==> config.mk <==
export PLATFORM = sky130hd
export DESIGN_NAME = aiks_cordic
export DESIGN_NICKNAME = d
export VERILOG_FILES = /design/src/sv/arm_inverse_kinematics_to_steps_top_macros.svh /design/src/sv/aiks_pkg.sv /design/src/sv/aiks_cordic.sv
export SDC_FILE = /design/constraint.sdc
export NUM_CORES = 2
export LEC_CHECK = 0
export BUFFER_PORTS_ARGS = -buffer_cell sky130_fd_sc_hd__buf_2
export CORE_MARGIN = 4
export CORE_UTILIZATION = 40
export DETAILED_ROUTE_END_ITERATION = 8
export HOLD_SLACK_MARGIN = 0.05
export RECOVER_POWER = 25
export SETUP_SLACK_MARGIN = 0.4
export SLEW_MARGIN = 20
export SYNTH_ARGS = -nofsm -noshare
export SYNTH_HDL_FRONTEND = slang
export SYNTH_SLANG_ARGS = --single-unit
export TNS_END_PERCENT = 20
==> constraint.sdc <==
create_clock -name clock -period 11.45 [get_ports clock]
set_clock_uncertainty 0.2 [all_clocks]
set_input_delay 1.145 -clock clock [delete_from_list [all_inputs] [get_ports clock]]
set_output_delay 1.145 -clock clock [all_outputs]
set_load 0.05 [all_outputs]
==> src/sv/arm_inverse_kinematics_to_steps_top_macros.svh <==
// Assertion macros for the arm IK block.
// AIK_ASSERT_IMP: same-cycle implication. AIK_ASSERT_NXT: next-cycle implication.
`ifndef ARM_INVERSE_KINEMATICS_TO_STEPS_TOP_MACROS_SVH
`define ARM_INVERSE_KINEMATICS_TO_STEPS_TOP_MACROS_SVH
`ifndef NO_ASSERTIONS
`define AIK_ASSERT_IMP(name, clk, rst, ante, cons) \
   name: assert property (@(posedge clk) disable iff (rst) (ante) |-> (cons)) \
      else $error("arm ik check failed");
`define AIK_ASSERT_NXT(name, clk, rst, ante, cons) \
   name: assert property (@(posedge clk) disable iff (rst) (ante) |=> (cons)) \
      else $error("arm ik check failed");
`else
`define AIK_ASSERT_IMP(name, clk, rst, ante, cons)
`define AIK_ASSERT_NXT(name, clk, rst, ante, cons)
`endif
`endif

==> src/sv/aiks_pkg.sv <==
`default_nettype none
package aiks_pkg;

   localparam int CORDIC_ITERATIONS = 16;

   localparam int COORD_W    = 18;
   localparam int LINK_W     = 10;
   localparam int SCALE_W    = 24;
   localparam int STEP_W     = 16;
   localparam int CSR_IDX_W  = 1;
   localparam int CSR_DATA_W = 24;

   // squared distances and root extraction
   localparam int SQR_W      = 2 * COORD_W - 1;   // one square, always >= 0
   localparam int SUM_W      = SQR_W + 1;         // sum of three squares
   localparam int LSQ_W      = 2 * LINK_W;
   localparam int D2_SH      = 18;                // (512)^2 = 2^18
   localparam int SQ_W       = LSQ_W + D2_SH;     // radicand width
   localparam int ROOT_W     = SQ_W / 2;
   localparam int ISQRT_LAT  = ROOT_W + 1;

   // CORDIC
   localparam int CIN_W       = ROOT_W + 1;
   localparam int CX_W        = 36;
   localparam int CZ_W        = 20;
   localparam int PRESCALE_SH = 12;
   localparam int CORDIC_LAT  = CORDIC_ITERATIONS + 1;

   // angles in Q13, step conversion
   localparam int ANG_W    = 18;
   localparam int MAG_W    = ANG_W - 1;
   localparam int PROD_W   = MAG_W + SCALE_W;
   localparam int STEP_SH  = 29;

   localparam logic signed [CZ_W-1:0]  PI_Q16         = 20'sd205887;
   localparam logic signed [ANG_W-1:0] HALF_PI_Q13    = 18'sd12868;
   localparam logic signed [ANG_W-1:0] QUARTER_PI_Q13 = 18'sd6434;
   localparam logic signed [ANG_W-1:0] THIRD_PI_Q13   = 18'sd8579;
   localparam logic signed [ANG_W-1:0] SIXTH_PI_Q13   = 18'sd4289;

   localparam logic [CSR_IDX_W-1:0] CSR_LINK_LENGTH = 1'd0;
   localparam logic [CSR_IDX_W-1:0] CSR_STEP_SCALE  = 1'd1;

   localparam logic [LINK_W-1:0]  LINK_RESET  = 10'd120;
   localparam logic [SCALE_W-1:0] SCALE_RESET = 24'd327098;

   typedef struct packed {
      logic rev;
      logic unreach;
      logic sxy_nz;
      logic s2_nz;
   } flags_type;

   typedef struct packed {
      logic signed [COORD_W-1:0] x;
      logic signed [COORD_W-1:0] y;
      logic signed [COORD_W-1:0] z;
      flags_type                 flags;
   } side_type;

   // atan(2^-i) in Q16 radians
   function automatic logic signed [CZ_W-1:0] atan_q16(input int i);
      logic signed [CZ_W-1:0] v;
      unique case (i)
         0:       v = 20'sd51472;
         1:       v = 20'sd30386;
         2:       v = 20'sd16055;
         3:       v = 20'sd8150;
         4:       v = 20'sd4091;
         5:       v = 20'sd2047;
         6:       v = 20'sd1024;
         7:       v = 20'sd512;
         8:       v = 20'sd256;
         9:       v = 20'sd128;
         10:      v = 20'sd64;
         11:      v = 20'sd32;
         12:      v = 20'sd16;
         13:      v = 20'sd8;
         14:      v = 20'sd4;
         15:      v = 20'sd2;
         16:      v = 20'sd1;
         default: v = 20'sd0;
      endcase
      return v;
   endfunction

endpackage
`default_nettype wire

==> src/sv/aiks_cordic.sv <==
`default_nettype none
// Pipelined CORDIC vectoring, atan2(y, x) in Q16 radians.
module aiks_cordic (
   input  logic                             clock,
   input  logic                             en,
   input  logic signed [aiks_pkg::CIN_W-1:0] y_in,
   input  logic signed [aiks_pkg::CIN_W-1:0] x_in,
   output logic signed [aiks_pkg::CZ_W-1:0]  angle
);
   import aiks_pkg::*;

   logic signed [CX_W-1:0] x_ff [0:CORDIC_ITERATIONS];
   logic signed [CX_W-1:0] y_ff [0:CORDIC_ITERATIONS];
   logic signed [CZ_W-1:0] z_ff [0:CORDIC_ITERATIONS];

   logic signed [CX_W-1:0] xe;
   logic signed [CX_W-1:0] ye;
   logic signed [CZ_W-1:0] z0;

   // left half plane: rotate by pi first
   always_comb begin
      xe = {{(CX_W-CIN_W){x_in[CIN_W-1]}}, x_in};
      ye = {{(CX_W-CIN_W){y_in[CIN_W-1]}}, y_in};
      z0 = '0;
      if (x_in[CIN_W-1]) begin
         z0 = y_in[CIN_W-1] ? -PI_Q16 : PI_Q16;
         xe = -xe;
         ye = -ye;
      end
   end

   always_ff @(posedge clock) begin
      if (en) begin
         x_ff[0] <= xe <<< PRESCALE_SH;
         y_ff[0] <= ye <<< PRESCALE_SH;
         z_ff[0] <= z0;
      end
   end

   for (genvar i = 0; i < CORDIC_ITERATIONS; i++) begin : g_iter
      logic signed [CX_W-1:0] dx;
      logic signed [CX_W-1:0] dy;

      assign dx = y_ff[i] >>> i;
      assign dy = x_ff[i] >>> i;

      always_ff @(posedge clock) begin
         if (en) begin
            if (!y_ff[i][CX_W-1]) begin
               x_ff[i+1] <= x_ff[i] + dx;
               y_ff[i+1] <= y_ff[i] - dy;
               z_ff[i+1] <= z_ff[i] + atan_q16(i);
            end else begin
               x_ff[i+1] <= x_ff[i] - dx;
               y_ff[i+1] <= y_ff[i] + dy;
               z_ff[i+1] <= z_ff[i] - atan_q16(i);
            end
         end
      end
   end

   assign angle = z_ff[CORDIC_ITERATIONS];

endmodule
`default_nettype wire
==> run metrics <==
setup TNS 0 ps; # hold bufs at CTS 0; Clock Tree Buf Depth 4; f_max 0.126 GHz; EDFF count, synth between 1,000 and 1,500; clk_lat worst skew around 800 ps; Crit Path Max Fanout 59; Yosys cell types 87; Final Instance Area 117,000 um^2; status complete, but fails checks; initial antenna violation count 6; Post-CTS Resized 0; WP data required approximately 12,000 ps; GPL Wtd Cong 0.963; CTS clk-pin slew, worst paths 60 ps; CORE AREA between 200,000 and 300,000 um^2; crit share post-route 0.691; first-pass GRT wire length 472,000 um; ys async rst share 0; Die Width roughly 530 um; Total GRT Usage 0.210; die span in y roughly 530 um; worst rel slew slack -1.37; Num Clock Sinks 1,279; Avg Cell Area, Syn 9.50 um^2; Final Critical Period between 7000 and 8000 ps; pins over their slew limit between 400 and 500; Worst Hold Class reg2reg; RSZ-0062 raised after global routing false; Placed Instances roughly 15,000; # rows 190; fin cells 15,085; Final nets ~13,000; commonest non-fill, non-tap cell in the layout edfxtp_1; Synthesis Warnings 0; antenna-violating nets left 0; clk root buf clkbuf_16; failing checks capacitance limit, slew limit; Total Wirelength 304,000 um; Syn Inst Count around 11,000; Area Overhead vs Synth 8.78%; Filler cells 25,507; Initial Util 0.402; grt ovf 0; critical path's slowest cell clkbuf_1; most frequent cells in the layout edfxtp_1 (1,279), ha_1 (1,194), a21oi_1 (1,091); CP endpoint kind flop; DR vias 85,939; placed inst area 112,000 um^2; DR vias/cell between 5 and 6; Routed WL per cell 20.1 um; Initial DRC Count 6,599; Slowest Stage Delay on Critical Path 1540 ps; Worst-Margin Slew between 3000 and 4000 ps; WP data arrival 8290 ps; Final Hold Vio Count 0; max-cap check violation count 10; post-CTS setup buffers 0; Inserted Clock Buffers 160; Yosys reg bits 1,279; startpoint types input pin; Synth Flop Type edfxtp_1; worst path cell trace buf_12 -> nand2_1 -> clkbuf_1 -> clkinv_1 -> a21oi_1 -> xnor2_1 -> ha_1 -> or4_4 -> a31o_1 -> a221o_1 -> o311a_1 -> o31a_1 -> a2111oi_4 -> o311ai_1 -> a31oi_2 -> o21ai_1 -> xor2_1; post-synthesis sequential area ratio 0.356; hpwl dp around 240,000 um; TritonRoute pass-1 iters 6; htree depth 4; port bufs 61; Crit Path Class in2reg; Ports 62; vias in the first global route 82,382; share of layout cells above drive strength 1 0.0380; Die ar. 278,000 um^2; CTS tree built; largest net degree at the start of global routing 172; Syn Std Cell Area 108,000 um^2; # setup viols final 0; drt drc 0
-- kinds of logic after synthesis --
group / synth area share
AO/OA/AOI/OAI: 0.196
flip-flops: 0.356
multiplexers: 0.00523
XOR/XNOR: 0.136
adder cells (fa/ha/maj): 0.146
AND/OR/NAND/NOR: 0.136
other: 0.0000347
buffers and inverters: 0.0251
-- worst paths after layout --
path	from	endpoint	slack, ps	depth (start not counted)
worst min-delay path	z_ff[6][5]	z_ff[7][5]	170	0
worst min register to register	z_ff[6][5]	z_ff[7][5]	170	0
worst max-delay path	en	x_ff[4][34]	3540	17
worst max register to register	y_ff[3][35]	x_ff[4][34]	3560	16
-- state kept, by name, summed over array words and instances, names as in the netlist --
| register | flops |
|---|---|
| z_ff | 321 |
| x_ff | 474 |
| y_ff | 484 |
-- worst max-delay path, delay by kind of cell --
kind	cells	cell delay [ps]
AOI/OAI and AO/OA	9	2710
xor gates and xnor gates	2	260
adders and majority gates	1	240
buffers and inverters	3	3190
and+or+nand+nor	2	650
-- cells in the mapped netlist, types with 196 or more instances --
master,instances,area share
a21o_1,472,0.033
nand2_1,745,0.026
clkbuf_1,196,0.0068
o21ai_0,674,0.031
a21oi_1,1091,0.051
nor2_1,902,0.031
edfxtp_1,1279,0.36
xor2_1,602,0.049
xnor2_1,1072,0.087
ha_1,1194,0.14
nor3_1,284,0.013
inv_1,496,0.017
-- routing by layer --
| metal | global-route usage | up-vias | wire [um] |
|---|---|---|---|
| met5 | 0 | - | 7 |
| met4 | 0.0663 | 2 | 9990 |
| met3 | 0.0232 | 486 | 14500 |
| met2 | 0.362 | 2161 | 145000 |
| met1 | 0.276 | 41168 | 134000 |
| li1 | - | 42122 | - |
-- cell type report --
cell class | instances | area (um^2) | area share
sequential | 1279 | 38400 | 0.327
antenna | 1 | 2.50 | 0.0000213
inverter | 503 | 1890 | 0.0161
tap | 3552 | 4440 | 0.0378
timing repair buffer | 107 | 637 | 0.00542
clock inverter | 92 | 986 | 0.00839
clock buffer | 187 | 4210 | 0.0359
multi-input combinational | 9364 | 66900 | 0.569
-- through the flow --
step                hold WS, ps  setup slack [ps]  utilization
floorplan                   200              5200            -
global placement            201              4570        0.418
detailed placement          205              4520        0.418
CTS                         171              5330        0.438
global route                182              3100        0.438
finish                      171              3540        0.438
Power is not shown: default switching activity piles up to over one toggle a cycle in this logic, so the estimate is an artifact.
