$ cat src/sv/arm_inverse_kinematics_to_steps_top_macros.svh
// Assertion macros for the arm IK block.
// AIK_ASSERT_IMP: same-cycle implication. AIK_ASSERT_NXT: next-cycle implication.
`ifndef ARM_INVERSE_KINEMATICS_TO_STEPS_TOP_MACROS_SVH
`define ARM_INVERSE_KINEMATICS_TO_STEPS_TOP_MACROS_SVH
`ifndef NO_ASSERTIONS
`define AIK_ASSERT_IMP(name, clk, rst, ante, cons) \
   name: assert property (@(posedge clk) disable iff (rst) (ante) |-> (cons)) \
      else $error("arm ik check failed");
`define AIK_ASSERT_NXT(name, clk, rst, ante, cons) \
   name: assert property (@(posedge clk) disable iff (rst) (ante) |=> (cons)) \
      else $error("arm ik check failed");
`else
`define AIK_ASSERT_IMP(name, clk, rst, ante, cons)
`define AIK_ASSERT_NXT(name, clk, rst, ante, cons)
`endif
`endif

$ cat src/sv/aiks_pkg.sv
`default_nettype none
package aiks_pkg;

   localparam int CORDIC_ITERATIONS = 16;

   localparam int COORD_W    = 18;
   localparam int LINK_W     = 10;
   localparam int SCALE_W    = 24;
   localparam int STEP_W     = 16;
   localparam int CSR_IDX_W  = 1;
   localparam int CSR_DATA_W = 24;

   // squared distances and root extraction
   localparam int SQR_W      = 2 * COORD_W - 1;   // one square, always >= 0
   localparam int SUM_W      = SQR_W + 1;         // sum of three squares
   localparam int LSQ_W      = 2 * LINK_W;
   localparam int D2_SH      = 18;                // (512)^2 = 2^18
   localparam int SQ_W       = LSQ_W + D2_SH;     // radicand width
   localparam int ROOT_W     = SQ_W / 2;
   localparam int ISQRT_LAT  = ROOT_W + 1;

   // CORDIC
   localparam int CIN_W       = ROOT_W + 1;
   localparam int CX_W        = 36;
   localparam int CZ_W        = 20;
   localparam int PRESCALE_SH = 12;
   localparam int CORDIC_LAT  = CORDIC_ITERATIONS + 1;

   // angles in Q13, step conversion
   localparam int ANG_W    = 18;
   localparam int MAG_W    = ANG_W - 1;
   localparam int PROD_W   = MAG_W + SCALE_W;
   localparam int STEP_SH  = 29;

   localparam logic signed [CZ_W-1:0]  PI_Q16         = 20'sd205887;
   localparam logic signed [ANG_W-1:0] HALF_PI_Q13    = 18'sd12868;
   localparam logic signed [ANG_W-1:0] QUARTER_PI_Q13 = 18'sd6434;
   localparam logic signed [ANG_W-1:0] THIRD_PI_Q13   = 18'sd8579;
   localparam logic signed [ANG_W-1:0] SIXTH_PI_Q13   = 18'sd4289;

   localparam logic [CSR_IDX_W-1:0] CSR_LINK_LENGTH = 1'd0;
   localparam logic [CSR_IDX_W-1:0] CSR_STEP_SCALE  = 1'd1;

   localparam logic [LINK_W-1:0]  LINK_RESET  = 10'd120;
   localparam logic [SCALE_W-1:0] SCALE_RESET = 24'd327098;

   typedef struct packed {
      logic rev;
      logic unreach;
      logic sxy_nz;
      logic s2_nz;
   } flags_type;

   typedef struct packed {
      logic signed [COORD_W-1:0] x;
      logic signed [COORD_W-1:0] y;
      logic signed [COORD_W-1:0] z;
      flags_type                 flags;
   } side_type;

   // atan(2^-i) in Q16 radians
   function automatic logic signed [CZ_W-1:0] atan_q16(input int i);
      logic signed [CZ_W-1:0] v;
      unique case (i)
         0:       v = 20'sd51472;
         1:       v = 20'sd30386;
         2:       v = 20'sd16055;
         3:       v = 20'sd8150;
         4:       v = 20'sd4091;
         5:       v = 20'sd2047;
         6:       v = 20'sd1024;
         7:       v = 20'sd512;
         8:       v = 20'sd256;
         9:       v = 20'sd128;
         10:      v = 20'sd64;
         11:      v = 20'sd32;
         12:      v = 20'sd16;
         13:      v = 20'sd8;
         14:      v = 20'sd4;
         15:      v = 20'sd2;
         16:      v = 20'sd1;
         default: v = 20'sd0;
      endcase
      return v;
   endfunction

endpackage
`default_nettype wire

$ cat src/sv/aiks_isqrt.sv
`default_nettype none
// Pipelined floor square root, one root bit per stage.
module aiks_isqrt (
   input  logic                        clock,
   input  logic                        en,
   input  logic [aiks_pkg::SQ_W-1:0]   radicand,
   output logic [aiks_pkg::ROOT_W-1:0] root
);
   import aiks_pkg::*;

   localparam int REM_W = ROOT_W + 2;

   logic [SQ_W-1:0]   num_ff [0:ROOT_W];
   logic [ROOT_W-1:0] q_ff   [0:ROOT_W];
   logic [REM_W-1:0]  rem_ff [0:ROOT_W];

   always_ff @(posedge clock) begin
      if (en) begin
         num_ff[0] <= radicand;
         q_ff[0]   <= '0;
         rem_ff[0] <= '0;
      end
   end

   for (genvar k = 0; k < ROOT_W; k++) begin : g_stage
      logic [REM_W-1:0] trial_r;
      logic [REM_W-1:0] trial_t;
      logic             ge;

      assign trial_r = {rem_ff[k][REM_W-3:0], num_ff[k][SQ_W-1 -: 2]};
      assign trial_t = {q_ff[k], 2'b01};
      assign ge      = (trial_r >= trial_t);

      always_ff @(posedge clock) begin
         if (en) begin
            num_ff[k+1] <= num_ff[k] << 2;
            q_ff[k+1]   <= {q_ff[k][ROOT_W-2:0], ge};
            rem_ff[k+1] <= ge ? (trial_r - trial_t) : trial_r;
         end
      end
   end

   assign root = q_ff[ROOT_W];

endmodule
`default_nettype wire

$ cat config.mk
export PLATFORM = sky130hd
export DESIGN_NAME = aiks_isqrt
export DESIGN_NICKNAME = d
export VERILOG_FILES = /design/src/sv/arm_inverse_kinematics_to_steps_top_macros.svh /design/src/sv/aiks_pkg.sv /design/src/sv/aiks_isqrt.sv
export SDC_FILE = /design/constraint.sdc
export NUM_CORES = 1
export LEC_CHECK = 0
export ABC_AREA = 1
export BUFFER_PORTS_ARGS = -buffer_cell sky130_fd_sc_hd__clkbuf_2
export CAP_MARGIN = 20
export CELL_PAD_IN_SITES_DETAIL_PLACEMENT = 0
export CELL_PAD_IN_SITES_GLOBAL_PLACEMENT = 2
export CORE_ASPECT_RATIO = 1.2
export CORE_UTILIZATION = 46
export CTS_BUF_LIST = sky130_fd_sc_hd__clkbuf_2 sky130_fd_sc_hd__clkbuf_4 sky130_fd_sc_hd__clkbuf_8
export DETAILED_ROUTE_END_ITERATION = 8
export PLACE_DENSITY = 0.92
export SYNTH_ARGS = -nofsm -noshare
export SYNTH_HDL_FRONTEND = slang
export SYNTH_SLANG_ARGS = --single-unit
$ cat constraint.sdc
create_clock -name clock -period 5.5 [get_ports clock]
set_input_delay 0.825 -clock clock [delete_from_list [all_inputs] [get_ports clock]]
set_output_delay 0.825 -clock clock [all_outputs]
set_load 0.02 [all_outputs]
==> results.md <==
* Post-DR vias/cell at 4.86
* Layout Cells excl Fill at 6272
* Min-delay worst type: input pin to flop
* Dpl cells at 6007
* Placement Cell Area at 0.0471 mm^2
* Min setup slack post-route at 2760 ps
* Top cells by area, synth: edfxtp_1 59%, nand2_1 12%, ha_1 5.8%
* CTS clk-pin slew, worst paths at 60 ps
* Synth unique cells at 51
* CTS tree: built
* TritonRoute pass-1 iters at 5
* Die ar. at 0.100 mm^2
* Iter 0 DRT Violations at 1698
* Tmin final at 2740 ps
* Die width at 289 um
* Clock power frac at 33.0%
* Post-CTS setup buffer count at 0
* Skew final at 31.8 ps
* Highest-count cells in the layout ignoring fill and taps: 1461 x nand2_1, 890 x edfxtp_1, 700 x inv_1, 379 x nor2_1, 257 x nand3_1
* Post-route DRC violation count at 0
* Power Total at 18.1 mW
* Worst skew pair latency at 840 ps
* Critical path endpoint category: flop
* Crit path max-delay family: simple AND/OR/NAND/NOR gates
* WL/cell at 16.1 um
* Switching share of power at 29.8%
* Largest area contributor in the synthesized netlist: edfxtp_1
* Starting Density at 46.7%
* Main synth FF type: edfxtp_1
* Critical path type: flop to flop
* CTS root buf: clkbuf_8
* Core Area at 0.0973 mm^2
* I/O Pins at 59
* Slew margin rel. at 38.7%
* Crit Path Max Fanout at 20
* Final Hold Vio Count at 0
* Hold Slack at 159 ps
* Worst-case clock buffer depth at 3
* Slew Limit Fails at 0
* Achievable Freq at 365 MHz
* Syn_nets at 4957
* Largest net degree at the start of global routing at 146
* Final WL at 101 mm
* Post-synth EDFFs at 890
* Lkg Pwr at 22.2 nW
* Hpwl dp at 76.2 mm
* Net Sw Power at 5.39 mW
* Peak supply drop at 0.272 mV
* Cell Chain, Critical Path: inv_1 -> ha_1 -> nand2_1 -> inv_2 -> nand2_1 -> nor2_1 -> nand4_1 -> nand2_1 -> inv_2 -> nand2_2 -> inv_2 -> a21oi_1
* Synth Cell Area at 0.0454 mm^2
* Asr flop ratio synth at 0%
* Total Routing Usage GR at 20.4%
* Comb power frac at 18.5%
* Top-area cell type share of the netlist area at 58.8%
* Initial antenna violation count at 1
* # clock sinks at 890
* Max incr delay on CP at 530 ps
* Sequential power share at 48.5%
* Buf/Inv on CP at 4
* Post-CTS resize count at 0
* Final Cycle Share at 49.8%
* Type of origin of the critical path: flop
* Vias at 30500
* Final Util at 51.5%
* PwrDens at 360 mW/mm^2
* Setup TNS at 0 ps
* Core Rows at 125
* ANT nets after route at 0
* Register area share after synthesis at 58.8%
* Gate Count Post-Synth at 4707
* Worst slack, placed at 2770 ps
* GP Congestion at 0.870
* Die height at 346 um
* Yosys warns at 0
* Slowest CP cell: edfxtp_1
* H-tree depth reported by CTS at 4
* Cell area after layout at 0.0501 mm^2
* Commonest non-fill, non-tap cell in the layout: nand2_1
* Reg-to-reg slack, setup at 2760 ps
* Syn avg cell area at 9.65 um^2
* Internal power at 12.7 mW
* PortBufs at 58
* Hold-fix buffers, CTS at 0
* # setup viols final at 0
* RSZ-0062 raised after global routing: false
* CP required at 6140 ps
* Signal arrival time at the worst endpoint at 3380 ps
* Vias in the first global route at 30100
* Synthesized flop and latch total at 890
* Max Cap Viol at 0
* Nets at 5135
* Num CTS Buffers at 146
* First-pass GRT wire length at 159 mm
* Layout area overhead at 10.4%
* Total gr overflow at 0
* Status: finished clean
* Slew at the pin with the worst max-slew slack at 920 ps
* Share of cells above drive strength 1 at 8.62%
[registers in the layout, indices dropped and copies added, names as in the netlist]
name	cells
q_ff	190
rem_ff	320
num_ff	380
[layer usage]
layer  vias to the layer above  wire length (um)  track usage (%)
met4                         0              2750             7.18
met1                     14000             42200             23.9
met3                       159              2930             3.01
met5                         -                 0                0
met2                       419             52900             37.4
li1                      15900                 -                -
[worst paths after layout]
kind / start / endpoint / cells past startpoint
worst max-delay path: q_ff[14][13]$_DFFE_PP_ / rem_ff[3][81]$_DFFE_PP_ / 12
worst min-delay path: radicand[12] / num_ff[0][12]$_DFFE_PP_ / 1
worst max register to register: q_ff[14][13]$_DFFE_PP_ / rem_ff[3][81]$_DFFE_PP_ / 12
worst min register to register: num_ff[3][20]$_DFFE_PP_ / num_ff[4][22]$_DFFE_PP_ / 0
[power groups by stage]
stage          clock network [mW]  registers (mW)  logic [mW]
6_report                     5.96            8.77        3.34
3_5_place_dp                    0            8.93        3.37
4_1_cts                      6.15            8.79        3.39
5_1_grt                      6.42            8.84        3.84
3_3_place_gp                    0            8.91        3.36
2_1_floorplan                   0            8.71        2.46
[kinds of logic after synthesis]
group,Yosys count,synth area share [%]
compound gates,367,4.44
xor+xnor,136,2.62
fa+ha+maj,210,5.78
buf+inv,779,6.88
flops,890,58.8
other cells,1,0.00825
simple gates,2324,21.4
[Yosys cell counts (37+ instances only)]
cell / count
xor2_1: 89
edfxtp_1: 890
o21ai_1: 71
nand3_1: 257
xnor2_1: 47
nand4_1: 54
o21ai_0: 73
a21oi_1: 174
nand2_1: 1461
inv_1: 700
ha_1: 210
nor2_1: 379
nand3b_1: 42
inv_2: 37
nor3_1: 47
[worst register-to-register path, stage by stage (launching register included)]
cell	delay, ps
edfxtp_1	530
inv_1	90
ha_1	350
nand2_1	140
inv_2	100
nand2_1	70
nor2_1	170
nand4_1	130
nand2_1	90
inv_2	30
nand2_2	310
inv_2	260
a21oi_1	280
[layout make-up]
| type | instances | area (um^2) |
|---|---|---|
| clock buffers | 176 | 2230 |
| diodes | 3 | 7.51 |
| fillers | 8960 | 47100 |
| multi-input cells | 3038 | 15600 |
| well taps | 1270 | 1590 |
| inverters | 741 | 2790 |
| flip-flops and latches | 890 | 26700 |
| clock inverters | 86 | 764 |
| repair buffers | 68 | 450 |
No activity file was read; power rests on OpenSTA's default activity.
